## config.mk

```make
export PLATFORM = sky130hd
export DESIGN_NAME = quicksort_engine_core
export DESIGN_NICKNAME = d
export VERILOG_FILES = /design/src/sv/qse_pkg.sv /design/src/sv/quicksort_engine_core.sv /design/src/sv/qse_dpath.sv /design/src/sv/qse_ctrl.sv
export SDC_FILE = /design/constraint.sdc
export NUM_CORES = 2
export LEC_CHECK = 0
export BUFFER_PORTS_ARGS = -buffer_cell sky130_fd_sc_hd__buf_2
export CORE_MARGIN = 3
export CORE_UTILIZATION = 45
export CTS_BUF_LIST = sky130_fd_sc_hd__clkbuf_16
export DETAILED_ROUTE_END_ITERATION = 7
export GPL_ROUTABILITY_DRIVEN = 0
export SYNTH_ARGS = -nofsm -noshare
export SYNTH_HDL_FRONTEND = slang
export SYNTH_SLANG_ARGS = --single-unit
```

## constraint.sdc

```tcl
create_clock -name aclk -period 8.33 [get_ports aclk]
set_input_delay 1.666 -clock aclk [delete_from_list [all_inputs] [get_ports aclk]]
set_output_delay 1.666 -clock aclk [all_outputs]
set_load 0.05 [all_outputs]
```

## src/sv/qse_pkg.sv

```systemverilog
`timescale 1ns / 1ps
// Shared types, defaults and datapath command codes for the quicksort engine.
package qse_pkg;

    localparam int DEF_MAX_ITEMS  = 64;
    localparam int DEF_DATA_WIDTH = 32;

    // One command per cycle from the controller to the datapath.
    typedef enum logic [4:0] {
        OP_NONE,
        OP_LOAD,
        OP_INIT_PUSH,
        OP_POP,
        OP_LATCH_RANGE,
        OP_LATCH_PIVOT,
        OP_SCAN_READ,
        OP_SWAP_LO,
        OP_SWAP_HI,
        OP_SKIP,
        OP_FINAL_READ,
        OP_FINAL_LO,
        OP_FINAL_HI,
        OP_PUSH_RIGHT,
        OP_PUSH_LEFT,
        OP_OUT_READ,
        OP_OUT_LOAD,
        OP_OUT_NEXT,
        OP_CLEAR
    } qse_op_t;

    // Status flags from the datapath back to the controller.
    typedef struct packed {
        logic count_ge2;
        logic sp_zero;
        logic k_eq_hi;
        logic less;
        logic right_ok;
        logic left_ok;
        logic out_taken;
        logic out_last;
    } qse_status_t;

endpackage

```

## src/sv/quicksort_engine_core.sv

```systemverilog
`timescale 1ns / 1ps
// Top level of the quicksort engine: stream ports, controller and datapath.
//
// The engine collects a set of signed values, one per input transaction, into an on-chip
// store of MAX_ITEMS entries; the transaction with tlast set closes the set. It then sorts
// the set in ascending signed order with quicksort (Lomuto partition, last element of a
// range as pivot, pending ranges on a small stack) and streams the sorted values out, with
// tlast on the final one. Values arriving after the store is full are discarded, and every
// result of such a set carries tuser set. Loading accepts one transaction per cycle. Each
// range is popped from the stack and its pivot fetched; each element is then read and
// compared with the pivot, and each one below it is exchanged into the lower part at the
// cost of two writes, since the element memory has a single write port. The pivot is then
// placed and the subranges of two or more elements are pushed. Emission loads each result
// and holds it until the sink takes it. The input side is not ready while a set is being
// sorted or emitted.
module quicksort_engine_core
    import qse_pkg::*;
#(
    parameter int  MAX_ITEMS  = DEF_MAX_ITEMS,
    parameter int  DATA_WIDTH = DEF_DATA_WIDTH,
    localparam int TDATA_W    = ((DATA_WIDTH + 7) / 8) * 8
) (
    input  logic               aclk,
    input  logic               aresetn,
    input  logic               s_tvalid,
    output logic               s_tready,
    input  logic [TDATA_W-1:0] s_tdata,   // [DATA_WIDTH-1:0] value, rest zero
    input  logic               s_tlast,   // last_item
    output logic               m_tvalid,
    input  logic               m_tready,
    output logic [TDATA_W-1:0] m_tdata,   // [DATA_WIDTH-1:0] sorted_value, rest zero
    output logic               m_tlast,   // last_result
    output logic [0:0]         m_tuser    // [0] dropped
);

    qse_op_t               op;
    qse_status_t           status;
    logic [DATA_WIDTH-1:0] m_value;
    logic                  m_user;

    // The controller sequences the load, the partition loop and the output stream.
    qse_ctrl u_ctrl (
        .aclk     (aclk),
        .aresetn  (aresetn),
        .s_tvalid (s_tvalid),
        .s_tlast  (s_tlast),
        .s_tready (s_tready),
        .status   (status),
        .op       (op)
    );

    // The datapath holds the element memory, the range stack and the output register.
    qse_dpath #(
        .MAX_ITEMS  (MAX_ITEMS),
        .DATA_WIDTH (DATA_WIDTH)
    ) u_dpath (
        .aclk     (aclk),
        .aresetn  (aresetn),
        .op       (op),
        .s_value  (s_tdata[DATA_WIDTH-1:0]),
        .m_tready (m_tready),
        .m_valid  (m_tvalid),
        .m_value  (m_value),
        .m_last   (m_tlast),
        .m_user   (m_user),
        .status   (status)
    );

    // Sorted values are zero-padded up to the byte-aligned bus width.
    assign m_tdata    = TDATA_W'(m_value);
    assign m_tuser[0] = m_user;

endmodule

```

## src/sv/qse_dpath.sv

```systemverilog
`timescale 1ns / 1ps
// Datapath of the quicksort engine: element memory, range stack, indexes and output register.
module qse_dpath
    import qse_pkg::*;
#(
    parameter int MAX_ITEMS  = DEF_MAX_ITEMS,
    parameter int DATA_WIDTH = DEF_DATA_WIDTH
) (
    input  logic                  aclk,
    input  logic                  aresetn,
    input  qse_op_t               op,
    input  logic [DATA_WIDTH-1:0] s_value,
    input  logic                  m_tready,
    output logic                  m_valid,
    output logic [DATA_WIDTH-1:0] m_value,
    output logic                  m_last,
    output logic                  m_user,
    output qse_status_t           status
);

    localparam int IDX_W = (MAX_ITEMS > 1) ? $clog2(MAX_ITEMS) : 1;
    localparam int CNT_W = $clog2(MAX_ITEMS + 1);

    logic [DATA_WIDTH-1:0] elem_mem [MAX_ITEMS];
    logic [2*IDX_W-1:0]    stk_mem  [MAX_ITEMS];

    logic [CNT_W-1:0]      count_reg;
    logic                  ovf_reg;
    logic [IDX_W-1:0]      sp_reg;
    logic [IDX_W-1:0]      out_idx_reg;
    logic                  m_valid_reg;
    logic [DATA_WIDTH-1:0] m_value_reg;
    logic                  m_last_reg;
    logic                  m_user_reg;

    logic [IDX_W-1:0]      lo_reg, hi_reg, k_reg, dest_reg;
    logic [DATA_WIDTH-1:0] pivot_reg, rd_a_reg, rd_b_reg;
    logic [2*IDX_W-1:0]    stk_rd_reg;

    logic                  mem_we;
    logic [IDX_W-1:0]      mem_waddr;
    logic [DATA_WIDTH-1:0] mem_wdata;
    logic                  rd_a_en, rd_b_en;
    logic [IDX_W-1:0]      rd_a_addr, rd_b_addr;
    logic                  stk_we, stk_re;
    logic [IDX_W-1:0]      stk_waddr;
    logic [2*IDX_W-1:0]    stk_wdata;

    logic [CNT_W-1:0]      cnt_m1;
    logic                  not_full;
    logic [IDX_W-1:0]      stk_lo, stk_hi;

    assign cnt_m1   = count_reg - CNT_W'(1);
    assign not_full = count_reg < CNT_W'(MAX_ITEMS);
    assign stk_lo   = stk_rd_reg[2*IDX_W-1:IDX_W];
    assign stk_hi   = stk_rd_reg[IDX_W-1:0];

    always_comb begin
        status.count_ge2 = count_reg >= CNT_W'(2);
        status.sp_zero   = sp_reg == '0;
        status.k_eq_hi   = k_reg == hi_reg;
        status.less      = $signed(rd_a_reg) < $signed(pivot_reg);
        status.right_ok  = ((IDX_W + 1)'(dest_reg) + (IDX_W + 1)'(1)) < (IDX_W + 1)'(hi_reg);
        status.left_ok   = (IDX_W + 1)'(dest_reg) > ((IDX_W + 1)'(lo_reg) + (IDX_W + 1)'(1));
        status.out_taken = m_valid_reg && m_tready;
        status.out_last  = m_last_reg;
    end

    // Memory port steering.
    always_comb begin
        mem_we    = 1'b0;
        mem_waddr = dest_reg;
        mem_wdata = rd_a_reg;
        rd_a_en   = 1'b0;
        rd_a_addr = k_reg;
        rd_b_en   = 1'b0;
        rd_b_addr = dest_reg;
        stk_we    = 1'b0;
        stk_re    = 1'b0;
        stk_waddr = sp_reg;
        stk_wdata = {lo_reg, hi_reg};
        unique case (op)
            OP_LOAD: begin
                mem_we    = not_full;
                mem_waddr = count_reg[IDX_W-1:0];
                mem_wdata = s_value;
            end
            OP_INIT_PUSH: begin
                stk_we    = 1'b1;
                stk_waddr = '0;
                stk_wdata = {{IDX_W{1'b0}}, cnt_m1[IDX_W-1:0]};
            end
            OP_POP:         stk_re = 1'b1;
            OP_LATCH_RANGE: begin
                rd_a_en   = 1'b1;
                rd_a_addr = stk_hi;
            end
            OP_SCAN_READ: begin
                rd_a_en = 1'b1;
                rd_b_en = 1'b1;
            end
            OP_SWAP_LO:     mem_we = 1'b1;
            OP_SWAP_HI: begin
                mem_we    = 1'b1;
                mem_waddr = k_reg;
                mem_wdata = rd_b_reg;
            end
            OP_FINAL_READ: begin
                rd_a_en   = 1'b1;
                rd_a_addr = dest_reg;
            end
            OP_FINAL_LO: begin
                mem_we    = 1'b1;
                mem_wdata = pivot_reg;
            end
            OP_FINAL_HI: begin
                mem_we    = 1'b1;
                mem_waddr = hi_reg;
            end
            OP_PUSH_RIGHT: begin
                stk_we    = 1'b1;
                stk_wdata = {dest_reg + IDX_W'(1), hi_reg};
            end
            OP_PUSH_LEFT: begin
                stk_we    = 1'b1;
                stk_wdata = {lo_reg, dest_reg - IDX_W'(1)};
            end
            OP_OUT_READ: begin
                rd_a_en   = 1'b1;
                rd_a_addr = out_idx_reg;
            end
            OP_OUT_NEXT: begin
                rd_a_en   = 1'b1;
                rd_a_addr = out_idx_reg + IDX_W'(1);
            end
            default: begin
            end
        endcase
    end

    always_ff @(posedge aclk) begin
        if (mem_we) begin
            elem_mem[mem_waddr] <= mem_wdata;
        end
        if (rd_a_en) begin
            rd_a_reg <= elem_mem[rd_a_addr];
        end
        if (rd_b_en) begin
            rd_b_reg <= elem_mem[rd_b_addr];
        end
        if (stk_we) begin
            stk_mem[stk_waddr] <= stk_wdata;
        end
        if (stk_re) begin
            stk_rd_reg <= stk_mem[sp_reg - IDX_W'(1)];
        end
    end

    // Partition indexes, pivot and output payload.
    always_ff @(posedge aclk) begin
        case (op)
            OP_LATCH_RANGE: begin
                lo_reg   <= stk_lo;
                hi_reg   <= stk_hi;
                k_reg    <= stk_lo;
                dest_reg <= stk_lo;
            end
            OP_LATCH_PIVOT: pivot_reg <= rd_a_reg;
            OP_SWAP_HI: begin
                k_reg    <= k_reg + IDX_W'(1);
                dest_reg <= dest_reg + IDX_W'(1);
            end
            OP_SKIP:        k_reg <= k_reg + IDX_W'(1);
            OP_OUT_LOAD: begin
                m_value_reg <= rd_a_reg;
                m_last_reg  <= CNT_W'(out_idx_reg) == cnt_m1;
                m_user_reg  <= ovf_reg;
            end
            default: begin
            end
        endcase
    end

    // Control state.
    always_ff @(posedge aclk) begin
        if (!aresetn) begin
            count_reg   <= '0;
            ovf_reg     <= 1'b0;
            sp_reg      <= '0;
            out_idx_reg <= '0;
            m_valid_reg <= 1'b0;
        end else begin
            case (op)
                OP_LOAD: begin
                    if (not_full) begin
                        count_reg <= count_reg + CNT_W'(1);
                    end else begin
                        ovf_reg <= 1'b1;
                    end
                end
                OP_INIT_PUSH:  sp_reg <= IDX_W'(1);
                OP_POP:        sp_reg <= sp_reg - IDX_W'(1);
                OP_PUSH_RIGHT,
                OP_PUSH_LEFT:  sp_reg <= sp_reg + IDX_W'(1);
                OP_OUT_NEXT:   out_idx_reg <= out_idx_reg + IDX_W'(1);
                OP_CLEAR: begin
                    count_reg   <= '0;
                    ovf_reg     <= 1'b0;
                    sp_reg      <= '0;
                    out_idx_reg <= '0;
                end
                default: begin
                end
            endcase
            if (op == OP_OUT_LOAD) begin
                m_valid_reg <= 1'b1;
            end else if (m_valid_reg && m_tready) begin
                m_valid_reg <= 1'b0;
            end
        end
    end

    assign m_valid = m_valid_reg;
    assign m_value = m_value_reg;
    assign m_last  = m_last_reg;
    assign m_user  = m_user_reg;

    // Disjoint ranges of two or more elements bound the live stack depth.
    assert property (@(posedge aclk) disable iff (!aresetn)
        (IDX_W + 1)'(sp_reg) <= (IDX_W + 1)'(MAX_ITEMS / 2))
        else $error("range stack deeper than half the store");

    assert property (@(posedge aclk) disable iff (!aresetn)
        count_reg <= CNT_W'(MAX_ITEMS))
        else $error("item count beyond capacity");

    assert property (@(posedge aclk) disable iff (!aresetn)
        (op == OP_SCAN_READ) |-> (k_reg < hi_reg && dest_reg <= k_reg))
        else $error("scan index outside its range");

    assert property (@(posedge aclk) disable iff (!aresetn)
        (op == OP_OUT_LOAD) |-> !m_valid_reg)
        else $error("pending result overwritten");

endmodule

```

## src/sv/qse_ctrl.sv

```systemverilog
`timescale 1ns / 1ps
// Controller state machine of the quicksort engine: load, partition loop and emission.
module qse_ctrl
    import qse_pkg::*;
(
    input  logic        aclk,
    input  logic        aresetn,
    input  logic        s_tvalid,
    input  logic        s_tlast,
    output logic        s_tready,
    input  qse_status_t status,
    output qse_op_t     op
);

    typedef enum logic [14:0] {
        ST_LOAD     = 15'h0001,
        ST_INIT     = 15'h0002,
        ST_POP      = 15'h0004,
        ST_RANGE    = 15'h0008,
        ST_PIVOT    = 15'h0010,
        ST_SCAN     = 15'h0020,
        ST_CMP      = 15'h0040,
        ST_SWAP     = 15'h0080,
        ST_FIN_LO   = 15'h0100,
        ST_FIN_HI   = 15'h0200,
        ST_PUSH_R   = 15'h0400,
        ST_PUSH_L   = 15'h0800,
        ST_OUT_RD   = 15'h1000,
        ST_OUT_LOAD = 15'h2000,
        ST_OUT_HOLD = 15'h4000
    } state_t;

    state_t state_reg, state_next;

    assign s_tready = state_reg == ST_LOAD;

    always_comb begin
        state_next = state_reg;
        op         = OP_NONE;
        unique case (state_reg)
            ST_LOAD: begin
                if (s_tvalid) begin
                    op = OP_LOAD;
                    if (s_tlast) begin
                        state_next = ST_INIT;
                    end
                end
            end
            ST_INIT: begin
                if (status.count_ge2) begin
                    op         = OP_INIT_PUSH;
                    state_next = ST_POP;
                end else begin
                    state_next = ST_OUT_RD;
                end
            end
            ST_POP: begin
                if (status.sp_zero) begin
                    state_next = ST_OUT_RD;
                end else begin
                    op         = OP_POP;
                    state_next = ST_RANGE;
                end
            end
            ST_RANGE: begin
                op         = OP_LATCH_RANGE;
                state_next = ST_PIVOT;
            end
            ST_PIVOT: begin
                op         = OP_LATCH_PIVOT;
                state_next = ST_SCAN;
            end
            ST_SCAN: begin
                if (status.k_eq_hi) begin
                    op         = OP_FINAL_READ;
                    state_next = ST_FIN_LO;
                end else begin
                    op         = OP_SCAN_READ;
                    state_next = ST_CMP;
                end
            end
            ST_CMP: begin
                if (status.less) begin
                    op         = OP_SWAP_LO;
                    state_next = ST_SWAP;
                end else begin
                    op         = OP_SKIP;
                    state_next = ST_SCAN;
                end
            end
            ST_SWAP: begin
                op         = OP_SWAP_HI;
                state_next = ST_SCAN;
            end
            ST_FIN_LO: begin
                op         = OP_FINAL_LO;
                state_next = ST_FIN_HI;
            end
            ST_FIN_HI: begin
                op         = OP_FINAL_HI;
                state_next = ST_PUSH_R;
            end
            ST_PUSH_R: begin
                if (status.right_ok) begin
                    op = OP_PUSH_RIGHT;
                end
                state_next = ST_PUSH_L;
            end
            ST_PUSH_L: begin
                if (status.left_ok) begin
                    op = OP_PUSH_LEFT;
                end
                state_next = ST_POP;
            end
            ST_OUT_RD: begin
                op         = OP_OUT_READ;
                state_next = ST_OUT_LOAD;
            end
            ST_OUT_LOAD: begin
                op         = OP_OUT_LOAD;
                state_next = ST_OUT_HOLD;
            end
            ST_OUT_HOLD: begin
                if (status.out_taken) begin
                    if (status.out_last) begin
                        op         = OP_CLEAR;
                        state_next = ST_LOAD;
                    end else begin
                        op         = OP_OUT_NEXT;
                        state_next = ST_OUT_LOAD;
                    end
                end
            end
            default: state_next = ST_LOAD;
        endcase
    end

    always_ff @(posedge aclk) begin
        if (!aresetn) begin
            state_reg <= ST_LOAD;
        end else begin
            state_reg <= state_next;
        end
    end

endmodule

```

# Word-level counts from Yosys, hierarchy flattened
# Memory sizes are Yosys's and may differ from the RTL's. A register that Yosys moved wholly into a read port is not among the register bits.
# Cells that the tools add are included.
[classes]
n_lt_le_gt_ge = 5
addsub = 10
mux = 43
n_eq_ne = 40
n_reduce_logical = 17
[ops]
columns = ["op", "n"]
rows = [
  ["case mux 15 bit (14 select lines)", 1],
  ["case mux 32 bit (3 select lines)", 1],
  ["case mux 5 bit (15 select lines)", 1],
  ["case mux 6 bit (4 select lines)", 2],
  ["two-way mux 15 bit", 3],
  ["== test 5 x 4 -> 1 bit (second input constant)", 8],
  ["case mux 12 bit (3 select lines)", 1],
  ["case mux 6 bit (2 select lines)", 3],
  ["less-than comparator 32 bit", 1],
  ["two-way mux 13 bit", 2],
  ["adder 6 x 1 -> 6 bit (second input constant)", 4],
  ["== test 5 x 3 -> 1 bit (second input constant)", 4],
  ["case mux 6 bit (3 select lines)", 1],
  ["two-way mux 4 bit", 4],
  ["== test 15 x 1 -> 1 bit (second input constant)", 1],
  ["== test 15 x 10 -> 1 bit (second input constant)", 1],
  ["== test 15 x 11 -> 1 bit (second input constant)", 1],
  ["== test 15 x 12 -> 1 bit (second input constant)", 1],
  ["== test 15 x 13 -> 1 bit (second input constant)", 1],
  ["== test 15 x 14 -> 1 bit (second input constant)", 1],
  ["== test 15 bit (second input constant)", 1],
  ["== test 15 x 2 -> 1 bit (second input constant)", 1],
  ["== test 15 x 3 -> 1 bit (second input constant)", 1],
  ["== test 15 x 4 -> 1 bit (second input constant)", 1],
  ["other kinds (40)", 69],
]
[word_totals]
output_inout_bits = 36
memories = 2
ram_bits = 2816
ff_bits = 126
[memory_table]
columns = ["name", "words", "width", "rd", "rd_clocked_by_memory_dff", "write_ports", "line_no", "text"]
rows = [
  ["u_dpath.elem_mem", 64, 32, 2, 2, 1, "qse_dpath.sv:24", "logic [DATA_WIDTH-1:0] elem_mem [MAX_ITEMS];"],
  ["u_dpath.stk_mem", 64, 12, 1, 1, 1, "qse_dpath.sv:25", "logic [2*IDX_W-1:0] stk_mem [MAX_ITEMS];"],
]

# Longest topological paths before layout
[depth]
depth_word = 9
depth_mapped = 24
ltp_nobuf = 16

# Modules after synthesis
# A second synthesis with hierarchy kept.
[hier_totals]
cells_unflattened = 8411
area_unflattened_um2 = 135632.6
[modules_own_cells]
columns = ["module", "seq_area_each_um2", "n_inst", "cells_each", "area_each_um2"]
rows = [
  ["qse_dpath", 89966.3, 1, 8265, 134590.3],
  ["qse_ctrl", 300.3, 1, 146, 1042.2],
]

# Worst setup path after synthesis
# OpenSTA, ideal clock, no wires.
[synth_timing]
path_kind = "input to register"
startpoint = "in s_tvalid"
endpoint = "mem u_dpath.elem_mem[16][0] in the netlist's numbering (enable)"
arrival_time_ns = 6.064
cell_stages = 6
slack_ns = 1.764
path_cell_list = "nand3_1 nor2_1 nor3_1 a221oi_1 nand3_1 nor4_1"
[synth_via]
elab_chain_cells = 7
elab_cells_between_ends = 12
[synth_lines]
columns = ["element", "line_no", "text"]
rows = [
  ["from (decl)", "quicksort_engine_core.sv:25", "input logic s_tvalid,"],
  ["two-way mux 1 bit *", "qse_ctrl.sv:42", "if (s_tvalid) begin"],
  ["case mux 5 bit (15 select lines) *", "qse_ctrl.sv:40", "unique case (state_reg)"],
  ["== test 5 x 3 -> 1 bit or == test 5 x 4 -> 1 bit (tied branches)", "qse_dpath.sv:82", "unique case (op)"],
  ["OR reduction 4 bit (no source line)", "--", ""],
  ["case mux 1 bit (2 select lines)", "qse_dpath.sv:82", ""],
  ["two-way mux 1 bit", "qse_dpath.sv:142", "if (mem_we) begin"],
  ["two-way mux 1 bit (not written as such)", "qse_dpath.sv:143", "elem_mem[mem_waddr] <= mem_wdata;"],
  ["to (decl)", "qse_dpath.sv:24", ""],
]
# Every way passes the cells marked *; elsewhere a longest branch is shown, timed or not.

# Worst setup path after layout
[layout_timing]
startpoint = "reg u_dpath.dest_reg[0]"
endpoint = "reg u_dpath.rd_a_reg[8] (read register of u_dpath.elem_mem) (data pin)"
[layout_via]
elab_chain_cells = 7
elab_cells_between_ends = 14
[layout_lines]
columns = ["element", "line_no", "text"]
rows = [
  ["from (decl)", "qse_dpath.sv:36", "logic [IDX_W-1:0] lo_reg, hi_reg, k_reg, dest_reg;"],
  ["from (signal assigned)", "qse_dpath.sv:166", "dest_reg <= stk_lo;"],
  ["from (signal assigned)", "qse_dpath.sv:171", "dest_reg <= dest_reg + IDX_W'(1);"],
  ["adder 6 x 1 -> 7 bit", "qse_dpath.sv:63", "status.right_ok = ((IDX_W + 1)'(dest_reg) + (IDX_W + 1)'(1)) < (IDX_W + 1)'(hi_reg);"],
  ["less-than comparator 7 x 6 -> 1 bit", "qse_dpath.sv:63", ""],
  ["two-way mux 4 bit", "qse_ctrl.sv:104", "if (status.right_ok) begin"],
  ["case mux 5 bit (15 select lines)", "qse_ctrl.sv:40", ""],
  ["== test 5 x 3 -> 1 bit (tied with other cells)", "qse_dpath.sv:82", ""],
  ["OR reduction 5 bit (no source line)", "--", ""],
  ["two-way mux 1 bit", "qse_dpath.sv:82", ""],
  ["to (decl)", "qse_dpath.sv:37", "logic [DATA_WIDTH-1:0] pivot_reg, rd_a_reg, rd_b_reg;"],
]
# Several ways; a longest one is shown, not always the timed one.
# A chain may end at the register's enable or synchronous reset.

==> impl_metrics.csv <==
group,metric,value,unit
outcome,outcome,"complete, but fails checks",
outcome,violations,"design-rule violations, max-slew violations",
clock_network,cts_buffers,327,
synthesis,synth_top_area_share,66.1,%
timing,worst_clock_skew,73.6,ps
clock_network,clock-sinks,3018,
clock_network,cts_tree,"built",
timing,hold_ws,459,ps
critical_path,path_class,"reg2reg",
grt,grt_pass1_wl,651000,um
synthesis,synthTopCellsByArea,"edfxtp_1 66%, mux4_2 15%, nand2_1 4.4%",
critical_path,ff2ff_path_depth,17,
power_and_ir_drop,vdd_drop_max,199,uV
routing,drt_first_pass_iters,8,
synthesis,postSynthAreaPerCell,16.0,sq um
timing,slew_violations,3,
floorplanning,die_w,555,um
grt,antenna_found_initial,20,
timing,setup_viol,0,
clock_network,path_clk_slew,60,ps
critical_path,r2r_slack,990,ps
final_layout,syn_to_final_growth,12.7,%
synthesis,synth_commonest_cells,"2982 x edfxtp_1, 1582 x nand2_1, 924 x mux4_2",
critical_path,worstSetupEndpointType,"flip-flop",
grt,gr-total-overflow,0,
grt,grt_pass1_vias,84700,
critical_path,arrival,7960,ps
grt,grt_use_total,29.8,%
grt,grt_max_degree,134,
routing,antenna_left,0,
critical_path,r2r-end,"u_dpath.rd_a_reg[8]",
synthesis,ys.flop_type,"edfxtp_1",
floorplanning,pin_count,73,
final_layout,reg.largest.list,"u_dpath.elem_mem: 2048 flops, u_dpath.stk_mem: 768 flops",
clock_network,ctsHoldBuffers,0,
final_layout,largest_reg_flops,2048,
routing,remaining_drc_errors,2,
critical_path,regToRegStartpoint,"u_dpath.dest_reg[0]",
synthesis,ys_seq_area_share,66.7,%
critical_path,slowest_stage,"a32oi_4",
final_layout,nets,8707,
timing,max_slew_margin,-5.75,%
synthesis,synth_seq_cells,3018,
timing,tns,0,ps
routing,initialDrtViolationCount,14600,
floorplanning,start_util,45.4,%
placement,numPortBuffers,72,
synthesis,syn_area,135000,sq um
clock_network,root_buffer,"clkbuf_16",
floorplanning,die_h,555,um
final_layout,fill_cells,24200,
hold_path,min_path_type,"reg2reg",
routing,wl_per_cell,36.4,um
critical_path,crit_path_max_fanout,45,
placement,dpl.hpwl,264000,um
clock_network,cts_setup_buffers,0,
critical_path,crit_path_max_incr_delay,1290,ps
timing,post-route-period-util,88.1,%
floorplanning,num_rows,200,
synthesis,syn_inst,8468,
floorplanning,dieArea,308000,sq um
critical_path,cp_common_cell,"buf_12",
critical_path,cp_cell_sequence,"buf_4 > nand3_1 > xnor2_1 > inv_1 > ha_1 > a21o_1 > a211oi_1 > nand3_2 > a311o_1 > a32oi_4 > buf_12 > buf_12 > mux2i_1 > a32oi_1 > and3_1 > nor4_1 > a41oi_1",
critical_path,endpoint,"u_dpath.rd_a_reg[8]",
timing,rsz0062_at_grt,"false",
synthesis,ys_types,84,
run,drv_cap,0,
synthesis,synth_edf_count,2982,
synthesis,yosysMostFrequentCell,"edfxtp_1",
clock_network,ctsLongestPathBuffers,4,
timing,fmax,136,MHz
timing,period_needed,7340,ps
routing,num_vias,87500,
power_and_ir_drop,p_leak,49.4,nW
synthesis,async_flop_share,0,%
critical_path,required,8950,ps
routing,routed_wl,467000,um
critical_path,crit_start,"u_dpath.dest_reg[0]",
timing,hold_viol_final,0,
power_and_ir_drop,p_per_area,232,nW/um^2
final_layout,largest_register,"u_dpath.elem_mem",
routing,vias_per_cell,6.81,
critical_path,start_kind,"flip-flop",
synthesis,synth_top_area_cell,"edfxtp_1",
synthesis,synthesis.nets,8557,
timing,tightest_slew,1590,ps
floorplanning,core,298000,sq um
synthesis,ys_warn_count,0,
clock_network,clock_latency,930,ps
clock_network,cts_resized,0,
clock_network,cts.htree.levels,5,
final_layout,drive_gt1_share,22.4,%
layout by cell type (no fill, tap or decap), drive strengths merged, types with 8 or more instances in the layout:
master       n
a211oi      12
a21o        19
a21oi       77
a22oi       43
a311oi      14
a31o        16
a31oi       83
a32oi      237
a41oi       14
and2        13
and3        62
buf        437
bufinv      19
clkbuf     332
clkinv     150
clkinvlp    10
dfxtp       36
diode        9
edfxtp    2982
ha          52
inv        141
mux2i      291
mux4       924
nand2     1582
nand2b      13
nand3      654
nand4       83
nor2       166
nor2b       10
nor3        53
nor4        53
o21a        17
o21ai       78
o221ai       8
o22ai       58
or2          8
or3         13
xnor2       29
xor2        20
report_power, final:
part           switching, mW  total, mW  leakage (nW)  internal (mW)
Combinational           2.59       3.56          17.1          0.968
Clock                   6.13       14.0          5.28           7.85
Sequential             0.106       17.9          27.0           17.8
worst max-delay path, delay by kind of cell (launching register included):
kind,cells,cell delay [ps]
mux,1,220
flops,1,440
compound gates,6,2680
simple gates,4,1580
fa+ha+maj,1,220
xor+xnor,1,450
buf+inv,4,1410
metal layers:
layer / global-route usage [%] / routed length, um / share of wire (%)
met1: 40.8 / 170000 / 36
met2: 43.9 / 207000 / 44
met3: 7.90 / 61700 / 13
met4: 15.6 / 28500 / 6.1
met5: 0 / 115 / 0.025
how the worst min path moves through the flow:
stage	from	to	slack (ps)	cells after the start
2_1_floorplan	u_dpath.ovf_reg	u_dpath.m_user	410	0
3_3_place_gp	u_dpath.stk_rd_reg[6]	u_dpath.lo_reg[0]	450	0
3_5_place_dp	u_dpath.stk_rd_reg[1]	u_dpath.hi_reg[1]	450	0
4_1_cts	u_dpath.stk_rd_reg[1]	u_dpath.hi_reg[1]	470	0
5_1_grt	u_dpath.stk_rd_reg[1]	u_dpath.hi_reg[1]	490	0
6_report	u_dpath.stk_rd_reg[1]	u_dpath.hi_reg[1]	460	0
logic make-up (layout without fill, tap and decap cells):
| group | after synthesis | count (layout) | share of synthesized area (%) |
|---|---|---|---|
| adders and majority gates | 52 | 52 | 0.480 |
| and+or+nand+nor | 2737 | 2737 | 8.84 |
| DFF | 3018 | 3018 | 66.7 |
| xor gates and xnor gates | 49 | 49 | 0.317 |
| buffers and inverters | 672 | 1089 | 2.21 |
| other | 0 | 9 | 0 |
| muxes | 1222 | 1222 | 17.6 |
| AOI/OAI and AO/OA | 718 | 718 | 3.91 |
metrics by stage:
step	setup slack, ps	cells	cell area (sq um)	utilization [%]	total power, mW
final	994	12800	153000	51.2	35.4
after global routing	748	12800	153000	51.1	36.3
after CTS	1060	12800	153000	51.1	35.5
after detailed placement	1120	12200	142000	47.7	21.7
after global placement	1180	12200	142000	47.7	21.6
after floorplan	1760	8468	135000	-	20.1
layout make-up:
cell class	instances	area [sq um]	area share (%)
diodes	9	22.5	0.0148
clock buffers	332	8310	5.45
clock inverters	264	1910	1.25
inverters	56	220	0.144
multi-input cells	4778	43300	28.4
flip-flops and latches	3018	90300	59.2
well taps	3939	4930	3.23
repair buffers	437	3640	2.38
Note: power is estimated with default switching activity, not from simulation.
